[config.mk]
export PLATFORM = sky130hd
export DESIGN_NAME = dual_channel_meter_smoother
export DESIGN_NICKNAME = d
export VERILOG_FILES = /design/src/hdl/dcms_pkg.sv /design/src/hdl/dual_channel_meter_smoother.sv /design/src/hdl/dcms_regs.sv /design/src/hdl/dcms_div.sv /design/src/hdl/dcms_datapath.sv /design/src/hdl/dcms_ctrl.sv
export VERILOG_INCLUDE_DIRS = /design/src /design/src/hdl
export SDC_FILE = /design/constraint.sdc
export NUM_CORES = 2
export LEC_CHECK = 0
export BUFFER_PORTS_ARGS = -buffer_cell sky130_fd_sc_hd__buf_2
export CAP_MARGIN = 10
export CORE_ASPECT_RATIO = 1.1
export CORE_UTILIZATION = 45
export DETAILED_ROUTE_END_ITERATION = 6
export RECOVER_POWER = 50
export SKIP_CTS_REPAIR_TIMING = 1
export SLEW_MARGIN = 20
export SYNTH_ARGS = -nofsm -noshare
export SYNTH_HDL_FRONTEND = slang
export SYNTH_SLANG_ARGS = --single-unit
[constraint.sdc]
create_clock -name clk_i -period 10.8 [get_ports clk_i]
set_clock_uncertainty 0.1 [all_clocks]
set_input_delay 0.54 -clock clk_i [delete_from_list [all_inputs] [get_ports clk_i]]
set_output_delay 0.54 -clock clk_i [all_outputs]
set_load 0.03 [all_outputs]
[src/hdl/assert_macros.svh]
// assertion macros for the meter smoother blocks
// expects clk_i and rst_ni in the scope of use
`ifndef ASSERT_MACROS_SVH
`define ASSERT_MACROS_SVH
`ifndef SYNTHESIS
`define DCMS_ASSERT(label, prop) \
  label: assert property (@(posedge clk_i) disable iff (!rst_ni) prop) \
    else $error("assertion failed");
`define DCMS_NEVER(label, cond) \
  label: assert property (@(posedge clk_i) disable iff (!rst_ni) !(cond)) \
    else $error("forbidden condition");
`else
`define DCMS_ASSERT(label, prop)
`define DCMS_NEVER(label, cond)
`endif
`endif

[src/hdl/dcms_pkg.sv]
// shared types, widths and constants of the meter smoother
// no dependencies
`timescale 1ns / 1ps
package dcms_pkg;

  localparam int SAMPLE_BITS = 10;

  localparam int WEIGHT_W = 7;
  localparam int OFFSET_W = 4;
  localparam int LIMIT_W  = 6;
  localparam int VACC_W   = 26;
  localparam int CACC_W   = 23;
  localparam int ADDR_W   = 5;
  localparam int DATA_W   = 32;

  localparam int VOLT_SCALE = 35000;
  localparam int CUR_NUM    = 25600 / 1024;
  localparam int CUR_SHIFT  = 1;
  localparam int CUR_GAIN   = 450;

  localparam int VX_W   = SAMPLE_BITS + 16;
  localparam int CH_W   = SAMPLE_BITS + 4;
  localparam int CX_W   = CH_W + 9;
  localparam int VMAX_W = (VX_W > VACC_W) ? VX_W : VACC_W;
  localparam int DIVD_W = WEIGHT_W + VMAX_W;
  localparam int DIVR_W = WEIGHT_W + 1;
  localparam int CNT_W  = $clog2(DIVD_W);

  localparam logic [WEIGHT_W-1:0] RST_WEIGHT    = WEIGHT_W'(90);
  localparam logic [OFFSET_W-1:0] RST_OFFSET    = OFFSET_W'(3);
  localparam logic [OFFSET_W-1:0] RST_THRESHOLD = OFFSET_W'(4);
  localparam logic [LIMIT_W-1:0]  RST_VLIMIT    = LIMIT_W'(50);
  localparam logic [LIMIT_W-1:0]  RST_CLIMIT    = LIMIT_W'(5);

  typedef enum logic [2:0] {
    REG_WEIGHT    = 3'd0,
    REG_OFFSET    = 3'd1,
    REG_THRESHOLD = 3'd2,
    REG_VLIMIT    = 3'd3,
    REG_CLIMIT    = 3'd4
  } reg_idx_e;

  typedef enum logic [2:0] {
    ST_IDLE,
    ST_SCALE,
    ST_MAC,
    ST_DIV,
    ST_DONE
  } state_e;

  typedef struct packed {
    logic [WEIGHT_W-1:0] weight;
    logic [OFFSET_W-1:0] offset;
    logic [OFFSET_W-1:0] threshold;
    logic [LIMIT_W-1:0]  vlimit;
    logic [LIMIT_W-1:0]  climit;
  } cfg_t;

  typedef struct packed {
    logic capture;
    logic scale;
    logic mac;
    logic step;
    logic commit;
  } cmd_t;

  typedef struct packed {
    logic out_free;
  } sts_t;

endpackage

[src/hdl/dual_channel_meter_smoother.sv]
// top level of the dual channel meter smoother
// depends on dcms_pkg, dcms_regs, dcms_ctrl, dcms_datapath, assert_macros.svh
//
// channel  | direction | handshake              | payload
// input    | in        | in_valid_i/in_ready_o  | voltage_sample_i, current_sample_i
// output   | out       | out_valid_o/out_ready_i| levels and present flags
// config   | in        | apb psel/penable       | paddr, pwdata, prdata
//
// one item in flight at a time, the next is taken only after the commit; the
// bit-per-cycle dividers apply the weight plus one
// a finished result waits in the output register while the next item is taken
// reset is asynchronous, no clearing pass; the item stays in DONE until the
// output register is free
`timescale 1ns / 1ps
`include "assert_macros.svh"
module dual_channel_meter_smoother (
  input  logic                             clk_i,
  input  logic                             rst_ni,
  input  logic                             in_valid_i,
  output logic                             in_ready_o,
  input  logic [dcms_pkg::SAMPLE_BITS-1:0] voltage_sample_i,
  input  logic [dcms_pkg::SAMPLE_BITS-1:0] current_sample_i,
  output logic                             out_valid_o,
  input  logic                             out_ready_i,
  output logic [dcms_pkg::VACC_W-1:0]      voltage_level_o,
  output logic [dcms_pkg::CACC_W-1:0]      current_level_o,
  output logic                             voltage_present_o,
  output logic                             current_present_o,
  input  logic                             psel,
  input  logic                             penable,
  input  logic                             pwrite,
  input  logic [dcms_pkg::ADDR_W-1:0]      paddr,
  input  logic [dcms_pkg::DATA_W-1:0]      pwdata,
  output logic [dcms_pkg::DATA_W-1:0]      prdata,
  output logic                             pready
);

  dcms_pkg::cfg_t cfg;
  dcms_pkg::cmd_t cmd;
  dcms_pkg::sts_t sts;

  dcms_regs u_regs (
    .clk_i   (clk_i),
    .rst_ni  (rst_ni),
    .psel    (psel),
    .penable (penable),
    .pwrite  (pwrite),
    .paddr   (paddr),
    .pwdata  (pwdata),
    .prdata  (prdata),
    .pready  (pready),
    .cfg_o   (cfg)
  );

  dcms_ctrl u_ctrl (
    .clk_i      (clk_i),
    .rst_ni     (rst_ni),
    .in_valid_i (in_valid_i),
    .in_ready_o (in_ready_o),
    .cmd_o      (cmd),
    .sts_i      (sts)
  );

  dcms_datapath u_dp (
    .clk_i             (clk_i),
    .rst_ni            (rst_ni),
    .cmd_i             (cmd),
    .sts_o             (sts),
    .cfg_i             (cfg),
    .voltage_sample_i  (voltage_sample_i),
    .current_sample_i  (current_sample_i),
    .out_valid_o       (out_valid_o),
    .out_ready_i       (out_ready_i),
    .voltage_level_o   (voltage_level_o),
    .current_level_o   (current_level_o),
    .voltage_present_o (voltage_present_o),
    .current_present_o (current_present_o)
  );

  `DCMS_ASSERT(a_one_item_in_flight, (in_valid_i && in_ready_o) |=> !in_ready_o)
  `DCMS_NEVER(a_vlevel_gated, out_valid_o && !voltage_present_o && voltage_level_o != '0)
  `DCMS_NEVER(a_clevel_gated, out_valid_o && !current_present_o && current_level_o != '0)
  `DCMS_ASSERT(a_commit_needs_room, cmd.commit |-> sts.out_free)

endmodule

[src/hdl/dcms_regs.sv]
// configuration registers behind the apb-style port
// depends on dcms_pkg
`timescale 1ns / 1ps
module dcms_regs (
  input  logic                        clk_i,
  input  logic                        rst_ni,
  input  logic                        psel,
  input  logic                        penable,
  input  logic                        pwrite,
  input  logic [dcms_pkg::ADDR_W-1:0] paddr,
  input  logic [dcms_pkg::DATA_W-1:0] pwdata,
  output logic [dcms_pkg::DATA_W-1:0] prdata,
  output logic                        pready,
  output dcms_pkg::cfg_t              cfg_o
);

  dcms_pkg::cfg_t   cfg_q, cfg_d;
  dcms_pkg::reg_idx_e idx;
  logic             wr_en;

  assign idx    = dcms_pkg::reg_idx_e'(paddr[dcms_pkg::ADDR_W-1:2]);
  assign wr_en  = psel & penable & pwrite;
  assign pready = 1'b1;
  assign cfg_o  = cfg_q;

  always_comb begin
    cfg_d = cfg_q;
    if (wr_en) begin
      case (idx)
        dcms_pkg::REG_WEIGHT:    cfg_d.weight    = pwdata[dcms_pkg::WEIGHT_W-1:0];
        dcms_pkg::REG_OFFSET:    cfg_d.offset    = pwdata[dcms_pkg::OFFSET_W-1:0];
        dcms_pkg::REG_THRESHOLD: cfg_d.threshold = pwdata[dcms_pkg::OFFSET_W-1:0];
        dcms_pkg::REG_VLIMIT:    cfg_d.vlimit    = pwdata[dcms_pkg::LIMIT_W-1:0];
        dcms_pkg::REG_CLIMIT:    cfg_d.climit    = pwdata[dcms_pkg::LIMIT_W-1:0];
        default: ;
      endcase
    end
  end

  always_comb begin
    case (idx)
      dcms_pkg::REG_WEIGHT:    prdata = dcms_pkg::DATA_W'(cfg_q.weight);
      dcms_pkg::REG_OFFSET:    prdata = dcms_pkg::DATA_W'(cfg_q.offset);
      dcms_pkg::REG_THRESHOLD: prdata = dcms_pkg::DATA_W'(cfg_q.threshold);
      dcms_pkg::REG_VLIMIT:    prdata = dcms_pkg::DATA_W'(cfg_q.vlimit);
      dcms_pkg::REG_CLIMIT:    prdata = dcms_pkg::DATA_W'(cfg_q.climit);
      default:                 prdata = '0;
    endcase
  end

  always_ff @(posedge clk_i or negedge rst_ni) begin
    if (!rst_ni) begin
      cfg_q.weight    <= dcms_pkg::RST_WEIGHT;
      cfg_q.offset    <= dcms_pkg::RST_OFFSET;
      cfg_q.threshold <= dcms_pkg::RST_THRESHOLD;
      cfg_q.vlimit    <= dcms_pkg::RST_VLIMIT;
      cfg_q.climit    <= dcms_pkg::RST_CLIMIT;
    end else begin
      cfg_q <= cfg_d;
    end
  end

endmodule

[src/hdl/dcms_div.sv]
// restoring divider, one quotient bit per step
// depends on dcms_pkg
`timescale 1ns / 1ps
module dcms_div (
  input  logic                        clk_i,
  input  logic                        start_i,
  input  logic                        step_i,
  input  logic [dcms_pkg::DIVD_W-1:0] dividend_i,
  input  logic [dcms_pkg::DIVR_W-1:0] divisor_i,
  output logic [dcms_pkg::DIVD_W-1:0] quotient_o
);

  logic [dcms_pkg::DIVD_W-1:0] dq_q, dq_d;
  logic [dcms_pkg::DIVR_W-1:0] rem_q, rem_d;
  logic [dcms_pkg::DIVR_W-1:0] dvs_q, dvs_d;
  logic [dcms_pkg::DIVR_W:0]   shifted;
  logic [dcms_pkg::DIVR_W:0]   diff;
  logic                        ge;

  assign shifted    = {rem_q, dq_q[dcms_pkg::DIVD_W-1]};
  assign ge         = shifted >= {1'b0, dvs_q};
  assign diff       = shifted - {1'b0, dvs_q};
  assign quotient_o = dq_q;

  always_comb begin
    dq_d  = dq_q;
    rem_d = rem_q;
    dvs_d = dvs_q;
    if (start_i) begin
      dq_d  = dividend_i;
      rem_d = '0;
      dvs_d = divisor_i;
    end else if (step_i) begin
      dq_d  = {dq_q[dcms_pkg::DIVD_W-2:0], ge};
      rem_d = ge ? diff[dcms_pkg::DIVR_W-1:0] : shifted[dcms_pkg::DIVR_W-1:0];
    end
  end

  always_ff @(posedge clk_i) begin
    dq_q  <= dq_d;
    rem_q <= rem_d;
    dvs_q <= dvs_d;
  end

endmodule

[src/hdl/dcms_datapath.sv]
// scaling, weighted sums, dividers, presence counters and output register
// depends on dcms_pkg and dcms_div
`timescale 1ns / 1ps
module dcms_datapath (
  input  logic                             clk_i,
  input  logic                             rst_ni,
  input  dcms_pkg::cmd_t                   cmd_i,
  output dcms_pkg::sts_t                   sts_o,
  input  dcms_pkg::cfg_t                   cfg_i,
  input  logic [dcms_pkg::SAMPLE_BITS-1:0] voltage_sample_i,
  input  logic [dcms_pkg::SAMPLE_BITS-1:0] current_sample_i,
  output logic                             out_valid_o,
  input  logic                             out_ready_i,
  output logic [dcms_pkg::VACC_W-1:0]      voltage_level_o,
  output logic [dcms_pkg::CACC_W-1:0]      current_level_o,
  output logic                             voltage_present_o,
  output logic                             current_present_o
);

  localparam int SB = dcms_pkg::SAMPLE_BITS;
  localparam int DW = dcms_pkg::DIVD_W;
  localparam int LW = dcms_pkg::LIMIT_W;

  function automatic logic [LW-1:0] hold_next(input logic [LW-1:0] cnt,
                                              input logic pres,
                                              input logic [LW-1:0] limit);
    logic [LW-1:0] res;
    res = cnt;
    if (pres) begin
      if (cnt < limit) res = cnt + 1'b1;
    end else if (cnt != '0) begin
      res = cnt - 1'b1;
    end
    return res;
  endfunction

  logic [SB-1:0]                 vs_q, cs_q;
  logic [SB-1:0]                 cs_corr, off_ext, thr_ext;
  logic [dcms_pkg::CH_W:0]       ch_prod;
  logic [dcms_pkg::VX_W-1:0]     vx_q;
  logic [dcms_pkg::CH_W-1:0]     ch_q;
  logic                          vpres_q, cpres_q;
  logic [dcms_pkg::CX_W-1:0]     cx;
  logic [DW-1:0]                 vdvd, cdvd, vquo, cquo;
  logic [dcms_pkg::DIVR_W-1:0]   divisor;
  logic [dcms_pkg::VACC_W-1:0]   vacc_q, vacc_d;
  logic [dcms_pkg::CACC_W-1:0]   cacc_q, cacc_d;
  logic [LW-1:0]                 vcnt_q, vcnt_d, ccnt_q, ccnt_d;
  logic                          out_valid_q, out_valid_d;
  logic [dcms_pkg::VACC_W-1:0]   vlev_q;
  logic [dcms_pkg::CACC_W-1:0]   clev_q;
  logic                          vpr_q, cpr_q;

  assign off_ext = SB'(cfg_i.offset);
  assign thr_ext = SB'(cfg_i.threshold);
  assign cs_corr = (cs_q > off_ext) ? cs_q - off_ext : cs_q;
  assign ch_prod = (dcms_pkg::CH_W + 1)'(cs_corr) * (dcms_pkg::CH_W + 1)'(dcms_pkg::CUR_NUM);

  assign cx      = dcms_pkg::CX_W'(ch_q) * dcms_pkg::CX_W'(dcms_pkg::CUR_GAIN);
  assign vdvd    = DW'(cfg_i.weight) * DW'(vacc_q) + DW'(vx_q);
  assign cdvd    = DW'(cfg_i.weight) * DW'(cacc_q) + DW'(cx);
  assign divisor = dcms_pkg::DIVR_W'(cfg_i.weight) + 1'b1;

  dcms_div u_vdiv (
    .clk_i      (clk_i),
    .start_i    (cmd_i.mac),
    .step_i     (cmd_i.step),
    .dividend_i (vdvd),
    .divisor_i  (divisor),
    .quotient_o (vquo)
  );

  dcms_div u_cdiv (
    .clk_i      (clk_i),
    .start_i    (cmd_i.mac),
    .step_i     (cmd_i.step),
    .dividend_i (cdvd),
    .divisor_i  (divisor),
    .quotient_o (cquo)
  );

  // saturate at accumulator width
  assign vacc_d = (|vquo[DW-1:dcms_pkg::VACC_W]) ? '1 : vquo[dcms_pkg::VACC_W-1:0];
  assign cacc_d = (|cquo[DW-1:dcms_pkg::CACC_W]) ? '1 : cquo[dcms_pkg::CACC_W-1:0];
  assign vcnt_d = hold_next(vcnt_q, vpres_q, cfg_i.vlimit);
  assign ccnt_d = hold_next(ccnt_q, cpres_q, cfg_i.climit);

  always_comb begin
    out_valid_d = out_valid_q;
    if (cmd_i.commit) begin
      out_valid_d = 1'b1;
    end else if (out_ready_i) begin
      out_valid_d = 1'b0;
    end
  end

  assign sts_o.out_free    = ~out_valid_q | out_ready_i;
  assign out_valid_o       = out_valid_q;
  assign voltage_level_o   = vlev_q;
  assign current_level_o   = clev_q;
  assign voltage_present_o = vpr_q;
  assign current_present_o = cpr_q;

  always_ff @(posedge clk_i) begin
    if (cmd_i.capture) begin
      vs_q <= voltage_sample_i;
      cs_q <= current_sample_i;
    end
    if (cmd_i.scale) begin
      vx_q    <= dcms_pkg::VX_W'(vs_q) * dcms_pkg::VX_W'(dcms_pkg::VOLT_SCALE);
      ch_q    <= dcms_pkg::CH_W'(ch_prod >> dcms_pkg::CUR_SHIFT);
      vpres_q <= |vs_q;
      cpres_q <= cs_corr > thr_ext;
    end
    if (cmd_i.commit) begin
      vlev_q <= (vcnt_d != '0) ? vacc_d : '0;
      clev_q <= (ccnt_d != '0) ? cacc_d : '0;
      vpr_q  <= vcnt_d != '0;
      cpr_q  <= ccnt_d != '0;
    end
  end

  always_ff @(posedge clk_i or negedge rst_ni) begin
    if (!rst_ni) begin
      vacc_q      <= '0;
      cacc_q      <= '0;
      vcnt_q      <= '0;
      ccnt_q      <= '0;
      out_valid_q <= 1'b0;
    end else begin
      out_valid_q <= out_valid_d;
      if (cmd_i.commit) begin
        vacc_q <= vacc_d;
        cacc_q <= cacc_d;
        vcnt_q <= vcnt_d;
        ccnt_q <= ccnt_d;
      end
    end
  end

endmodule

[src/hdl/dcms_ctrl.sv]
// sequencing state machine: capture, scale, multiply-add, divide, commit
// depends on dcms_pkg
`timescale 1ns / 1ps
module dcms_ctrl (
  input  logic           clk_i,
  input  logic           rst_ni,
  input  logic           in_valid_i,
  output logic           in_ready_o,
  output dcms_pkg::cmd_t cmd_o,
  input  dcms_pkg::sts_t sts_i
);

  dcms_pkg::state_e            state_q, state_d;
  logic [dcms_pkg::CNT_W-1:0]  cnt_q, cnt_d;
  logic                        last_step;

  assign last_step = cnt_q == dcms_pkg::CNT_W'(dcms_pkg::DIVD_W - 1);

  always_comb begin
    state_d = state_q;
    case (state_q)
      dcms_pkg::ST_IDLE:  if (in_valid_i) state_d = dcms_pkg::ST_SCALE;
      dcms_pkg::ST_SCALE: state_d = dcms_pkg::ST_MAC;
      dcms_pkg::ST_MAC:   state_d = dcms_pkg::ST_DIV;
      dcms_pkg::ST_DIV:   if (last_step) state_d = dcms_pkg::ST_DONE;
      dcms_pkg::ST_DONE:  if (sts_i.out_free) state_d = dcms_pkg::ST_IDLE;
      default:            state_d = dcms_pkg::ST_IDLE;
    endcase
  end

  always_comb begin
    in_ready_o = 1'b0;
    cmd_o      = '0;
    cnt_d      = cnt_q;
    case (state_q)
      dcms_pkg::ST_IDLE: begin
        in_ready_o    = 1'b1;
        cmd_o.capture = in_valid_i;
      end
      dcms_pkg::ST_SCALE: cmd_o.scale = 1'b1;
      dcms_pkg::ST_MAC: begin
        cmd_o.mac = 1'b1;
        cnt_d     = '0;
      end
      dcms_pkg::ST_DIV: begin
        cmd_o.step = 1'b1;
        cnt_d      = cnt_q + 1'b1;
      end
      dcms_pkg::ST_DONE:  cmd_o.commit = sts_i.out_free;
      default: ;
    endcase
  end

  always_ff @(posedge clk_i or negedge rst_ni) begin
    if (!rst_ni) begin
      state_q <= dcms_pkg::ST_IDLE;
      cnt_q   <= '0;
    end else begin
      state_q <= state_d;
      cnt_q   <= cnt_d;
    end
  end

endmodule
# == Word level (Yosys, flattened, before mapping) ==
# Index checks and enable logic that the tools add are counted.
# classes
mul,5
order_cmp,6
n_eq_ne,12
addsub,11
bitwise_logic,4
reduce_logical,18
n_mux,29
# op_table
cell,n
two-way mux 33 bit,4
two-way mux 6 bit,6
case mux 7 bit (5 select lines),1
adder 33 x 26 -> 33 bit,1
multiplier 7 x 26 -> 33 bit,1
adder 30 x 23 -> 31 bit,1
multiplier 7 x 23 -> 30 bit,1
two-way mux 26 bit,1
nonzero test 6 bit,4
"multiplier 10 x 13 -> 23 bit, second input constant",1
two-way mux 23 bit,1
"multiplier 14 x 8 -> 22 bit, second input constant",1
> comparator 10 x 4 -> 1 bit,2
OR reduction 10 bit,2
"adder 6 x 1 -> 6 bit, second input constant",3
>= comparator 9 x 8 -> 1 bit,2
two-way mux 8 bit,2
subtractor 8 bit,2
"multiplier 10 x 5 -> 15 bit, second input constant",1
case mux 3 bit (5 select lines),1
"equality test 3 x 2 -> 1 bit, second input constant",4
< comparator 6 bit,2
case mux 6 bit (2 select lines),1
"subtractor 6 x 1 -> 6 bit, second input constant",2
18 further kinds,38
# word_totals
regBits,298
inputBits,64
output_inout_bits,86

# == Depth between registers and ports, before layout ==
# logic_depth
depth_word,4
mapped_depth,31
depth_no_buf,31

# == By module ==
# From an unflattened synthesis, not the netlist that was laid out.
# hier_totals
cells_unflattened,3106
hier_area_um2,31061.0
# by_module_without_submodules
module,seq_area_each_um2,instances,area_each_um2,cells_per_inst
dcms_datapath,4854.7,1,24242.0,2584
dcms_div at u_dp.u_cdiv,1391.3,1,2377.3,171
dcms_div at u_dp.u_vdiv,1391.3,1,2372.3,171
dcms_regs,690.7,1,1525.2,123
dcms_ctrl,225.2,1,544.3,57

# == Worst setup path before layout ==
# Ideal clock, no wire load.
# synth_timing
path_kind,reg-to-reg
startpoint,reg u_dp.ch_q[1] (netlist bit)
endpoint,"reg u_dp.u_cdiv.dq_q, in the netlist u_dp.u_cdiv.quotient_o[27] (data pin)"
synth_period_minus_slack_ns,7.711
stages_incl_launch_ff,32
t_arrival_ns,7.345
path_slack_ns,3.089
required_time_ns,10.434
setup_ns,0.266
n_path_buf,0
path_cell_list,edfxtp_1 inv_1 fa_1 inv_1 ha_1 fa_1 ha_1 fa_1 a21o_1 a21oi_1 o21bai_1 a21oi_1 inv_1 a21oi_1 o211ai_1 nand2_1 xnor2_1 fa_1 inv_1 fa_1 fa_1 inv_1 ha_1 nand3_1 or3_1 nand2b_1 o311ai_0 a21oi_1 a211o_1 a211o_1 a211oi_1 a311oi_1
# synth_via
elab_chain_len,3
# synth_rtl
item,line_no,rtl
start: declaration,dcms_datapath.sv:41,logic [dcms_pkg::CH_W-1:0] ch_q;
start signal: assignment,dcms_datapath.sv:111,ch_q <= dcms_pkg::CH_W'(ch_prod >> dcms_pkg::CUR_SHIFT);
multiplier 14 x 8 -> 22 bit,dcms_datapath.sv:59,assign cx = dcms_pkg::CX_W'(ch_q) * dcms_pkg::CX_W'(dcms_pkg::CUR_GAIN);
adder 30 x 23 -> 31 bit,dcms_datapath.sv:61,assign cdvd = DW'(cfg_i.weight) * DW'(cacc_q) + DW'(cx);
two-way mux 33 bit,dcms_div.sv:29,if (start_i) begin
"named net u_dp.u_cdiv.dq_d, one bit",dcms_div.sv:13,"logic [dcms_pkg::DIVD_W-1:0] dq_q, dq_d;"
end signal: assignment,dcms_div.sv:40,dq_q <= dq_d;
end: declaration,dcms_div.sv:13,
# The timed path passes the listed nets, and every way through them passes these cells.
# A chain may end at the register's enable or synchronous reset.

# == Worst setup path in the final report ==
# layout_timing
startpoint,reg u_dp.ch_q[2] (netlist bit)
endpoint,"reg u_dp.u_cdiv.dq_q, in the netlist u_dp.u_cdiv.quotient_o[29] (data pin)"
# Same word-level chain as after synthesis.

==> impl_metrics.py <==
metrics = {
    "status": {
        "outcome": "complete, but fails checks",
        "violations": "capacitance limit, slew limit",
    },
    "global_routing": {
        "groute.usage.overall": 0.2170,
        "grt_remaining_overflow": 0,
        "grt_pass1_wl_um": 116700,
        "vias_in_the_first_global_route": 22910,
        "antenna_found_initial": 0,
        "largest_net_degree_at_the_start_of_global_routing": 91,
    },
    "synthesis": {
        "post_synthesis_sequential_area_ratio": 0.2785,
        "synthTopCellsByArea": "sky130_fd_sc_hd__fa_1, sky130_fd_sc_hd__edfxtp_1, sky130_fd_sc_hd__ha_1",
        "synth_largest_type_area_fraction": 0.2146,
        "syn_area_per_cell_um2": 9.654,
        "synthDominantAreaCellType": "sky130_fd_sc_hd__fa_1",
        "synth_async_sr_flop_share": 0.3289,
        "yosys_register_bits": 298,
        "synth_cell_type_count": 77,
        "ys.warnings.count": 0,
        "synth_flop_cell": "sky130_fd_sc_hd__edfxtp_1",
        "synth_enable_flop_cells": 184,
        "syn-cell-area_um2": 29850,
        "syn-instance-count": 3092,
    },
    "placed_design": {
        "buffer_ports.inserted": 96,
        "pre_cts_slack_ns": 2.308,
        "hpwlAfterDp_um": 52550,
        "finalWeightedCongestion": 0.9096,
    },
    "critical_path": {
        "cp_slowest_stage_delay_ns": 0.54,
        "critical-path-top-cell-by-count": "sky130_fd_sc_hd__fa_1",
        "critical_path_arrival_ns": 8.67,
        "path_buf_inv": 5,
        "crit_path_start_kind": "flop",
        "timing.critical_path.required_ns": 10.97,
        "worstSetupPathType": "reg -> reg",
        "critical_path.endpoint_type": "flop",
        "critical_path.max_fanout": 5,
        "critPathTopFamily": "adder cells",
        "crit_path_top_delay_cell": "sky130_fd_sc_hd__fa_1",
    },
    "routing": {
        "drt-initial-drc-count": 1195,
        "ant_nets": 0,
        "routed_wirelength_um": 69980,
        "post_drt_via_cell_ratio": 5.309,
        "avgRoutedWirePerCell_um": 17.41,
        "drtPass1Iterations": 7,
        "post-route-drc-count": 0,
        "vias": 21340,
    },
    "power": {
        "share_of_total_power_in_the_clock_network": 0.237,
        "vdd_ir_drop_max_mv": 0.1304,
        "seq_power_share": 0.285,
        "p_leak_nw": 15.41,
        "post-layout-total-power_mw": 6.026,
        "p_comb_frac": 0.478,
        "power_per_cell_area_nw_per_um2": 186.4,
        "power.net_switching_mw": 2.400,
        "cell_internal_pwr_mw": 3.627,
        "p_sw_frac": 0.3982,
    },
    "final_layout": {
        "area_delta_synth_final_pct": 8.307,
        "final_layout_size_suffix_gt1_frac": 0.05775,
        "post-route-util": 0.4947,
        "layout.nets": 3838,
        "fillCellCount": 6087,
    },
    "sta": {
        "setup_total_negative_slack_ns": 0,
        "hold_viol": 0,
        "timing.final.crit_period_ns": 8.491,
        "report.final.setup_viol": 0,
        "final-max-slew-violation-count": 292,
        "layout_setup_ws_ns": 2.309,
        "final.hold.worst_slack_ns": 0.04434,
        "finalCritPeriodShare": 0.7862,
        "max_slew.worst_pin.slew_ns": 3.740,
        "timing.max_slew.rel_slack": -1.493,
        "rsz0062_at_grt": "false",
        "fmax_mhz": 117.8,
    },
    "clocking": {
        "ctsRootBufferMaster": "sky130_fd_sc_hd__clkbuf_16",
        "cts_tree": "done",
        "clk_path_buf_depth": 3,
        "clk_pin_slew_ns": 0.06,
        "worst_skew_pair.late_latency_ns": 0.57,
        "tritoncts.num_buffers": 38,
        "h-tree-depth": 2,
        "numClockSinks": 298,
    },
    "worst_hold_path": {
        "min_path_type": "in -> reg",
    },
    "die": {
        "std_cell_rows": 98,
        "die_width_um": 247.6,
        "initial_utilization": 0.4568,
        "fp.dieArea_um2": 67370,
        "chipHeight_um": 272.1,
        "design.portCount": 150,
        "placeable_core_region_um2": 65360,
    },
    "flow_run": {
        "max_cap_viol_count": 6,
    },
}
==> synth_stat cells, drive strengths merged, types with 18 or more instances <==
library cell  count
a21o             47
a21oi           133
a31oi            35
and2            172
and3             18
buf              38
clkbuf           96
dfrtp            86
edfxtp          184
fa              320
ha              314
inv             459
mux2             27
nand2           406
nand2b           18
nand3            41
nor2            115
nor2b            18
nor3             40
o21ai           178
o21bai           20
xnor2            66
xor2             39
==> final timing paths <==
| kind | start | to | slack [ns] | depth (start not counted) |
|---|---|---|---|---|
| min reg2reg | u_dp.u_cdiv.rem_q[1]$_SDFFE_PP0P_ | u_dp.u_cdiv.rem_q[1]$_SDFFE_PP0P_ | 0.39 | 2 |
| max in group asynchronous | rst_ni | u_regs.cfg_o[25]$_DFFE_PN0P_ | 5.40 | 2 |
| min | voltage_sample_i[7] | u_dp.vs_q[7]$_DFFE_PP_ | 0.04 | 1 |
| max | u_dp.ch_q[2]$_DFFE_PP_ | u_dp.u_cdiv.quotient_o[29]$_DFFE_PN_ | 2.31 | 31 |
| min in group asynchronous | rst_ni | u_ctrl.cnt_q[4]$_DFFE_PN0N_ | 1.08 | 1 |
| max reg2reg | u_dp.ch_q[2]$_DFFE_PP_ | u_dp.u_cdiv.quotient_o[29]$_DFFE_PN_ | 2.31 | 31 |
==> worst reg2reg max path, delay by kind of cell (launching register included) <==
| family | cells | cell delay (ns) |
|---|---|---|
| AOI/OAI and AO/OA | 11 | 2.18 |
| xor gates and xnor gates | 1 | 0.17 |
| adders and majority gates | 9 | 3.89 |
| buffers and inverters | 5 | 0.34 |
| DFF | 1 | 0.44 |
| muxes | 1 | 0.21 |
| and+or+nand+nor | 4 | 0.83 |
==> logic make-up (layout without fill, tap and decap cells) <==
family / after synthesis / count (layout) / synth area share
simple gates: 886 / 886 / 0.1406
fa+ha+maj: 634 / 634 / 0.3462
buf+inv: 595 / 648 / 0.07939
compound gates: 531 / 531 / 0.1094
flops: 298 / 298 / 0.2785
xor+xnor: 105 / 105 / 0.03081
mux: 41 / 41 / 0.01488
other cells: 2 / 27 / 0.0002516
==> sequential cells by signal, indices dropped and copies added (netlist names), 8 cells and up <==
name                    cells
u_dp.vx_q                  23
u_dp.cs_q                  10
u_regs.cfg_o               27
u_dp.current_level_o       23
u_dp.cacc_q                23
u_dp.vacc_q                26
u_dp.ch_q                  14
u_dp.vs_q                  10
u_dp.u_cdiv.quotient_o     33
u_dp.u_cdiv.rem_q           8
u_dp.u_vdiv.quotient_o     33
u_dp.voltage_level_o       26
u_dp.u_vdiv.dvs_q           8
u_dp.u_vdiv.rem_q           8
==> through the flow <==
step / cell area, µm² / cells
finish: 32330 / 4020
global route: 32330 / 4019
CTS: 32450 / 4019
detailed placement: 31050 / 3950
global placement: 31050 / 3950
floorplan: 29940 / 3116
==> layout make-up <==
cell class                 count  area, µm²  share of cell area
antenna                        1      2.502          0.00007740
clock buffer                  44       1015             0.03139
clock inverter                25      381.6             0.01180
inverter                     461       1730             0.05352
multi-input combinational   2223      19270              0.5960
sequential                   298       8314              0.2572
tap                          850       1064             0.03289
timing repair buffer         118      554.3             0.01714
==> metal layers <==
metal,global-route usage,part of all wire
met5,0,0
met4,0.06958,0.030
met3,0.03104,0.050
met2,0.3752,0.49
met1,0.2782,0.43
==> power by group through the flow <==
stage | sequential [mW] | combinational [mW] | clock, mW
4_1_cts | 1.72 | 2.90 | 1.47
3_3_place_gp | 1.73 | 2.79 | 0
6_report | 1.72 | 2.88 | 1.43
2_1_floorplan | 1.67 | 2.29 | 0
3_5_place_dp | 1.74 | 2.87 | 0
5_1_grt | 1.75 | 3.32 | 1.50
==> placed cells by master (no fill, tap or decap), types with 11 or more instances in the layout <==
| master | n |
|---|---|
| sky130_fd_sc_hd__xor2_1 | 39 |
| sky130_fd_sc_hd__dfxtp_1 | 16 |
| sky130_fd_sc_hd__a21oi_1 | 128 |
| sky130_fd_sc_hd__a21o_1 | 47 |
| sky130_fd_sc_hd__nand2_1 | 406 |
| sky130_fd_sc_hd__or3_1 | 12 |
| sky130_fd_sc_hd__dfrtp_1 | 85 |
| sky130_fd_sc_hd__clkbuf_16 | 39 |
| sky130_fd_sc_hd__o21bai_1 | 20 |
| sky130_fd_sc_hd__ha_1 | 314 |
| sky130_fd_sc_hd__nand3_1 | 41 |
| sky130_fd_sc_hd__nor3_1 | 37 |
| sky130_fd_sc_hd__and2_1 | 172 |
| sky130_fd_sc_hd__and3_1 | 18 |
| sky130_fd_sc_hd__o211ai_1 | 11 |
| sky130_fd_sc_hd__xnor2_1 | 66 |
| sky130_fd_sc_hd__a31oi_1 | 35 |
| sky130_fd_sc_hd__fa_1 | 320 |
| sky130_fd_sc_hd__edfxtp_1 | 184 |
| sky130_fd_sc_hd__inv_1 | 460 |
| sky130_fd_sc_hd__conb_1 | 26 |
| sky130_fd_sc_hd__buf_2 | 38 |
| sky130_fd_sc_hd__mux2i_1 | 14 |
| sky130_fd_sc_hd__o21ai_0 | 178 |
| sky130_fd_sc_hd__nor2b_1 | 18 |
| sky130_fd_sc_hd__o21a_1 | 17 |
| sky130_fd_sc_hd__mux2_2 | 26 |
| sky130_fd_sc_hd__nor2_1 | 115 |
| sky130_fd_sc_hd__buf_4 | 17 |
| sky130_fd_sc_hd__nand2b_1 | 17 |
| sky130_fd_sc_hd__clkbuf_1 | 66 |
| sky130_fd_sc_hd__dfstp_2 | 12 |
(Power assumes the default switching activity.)
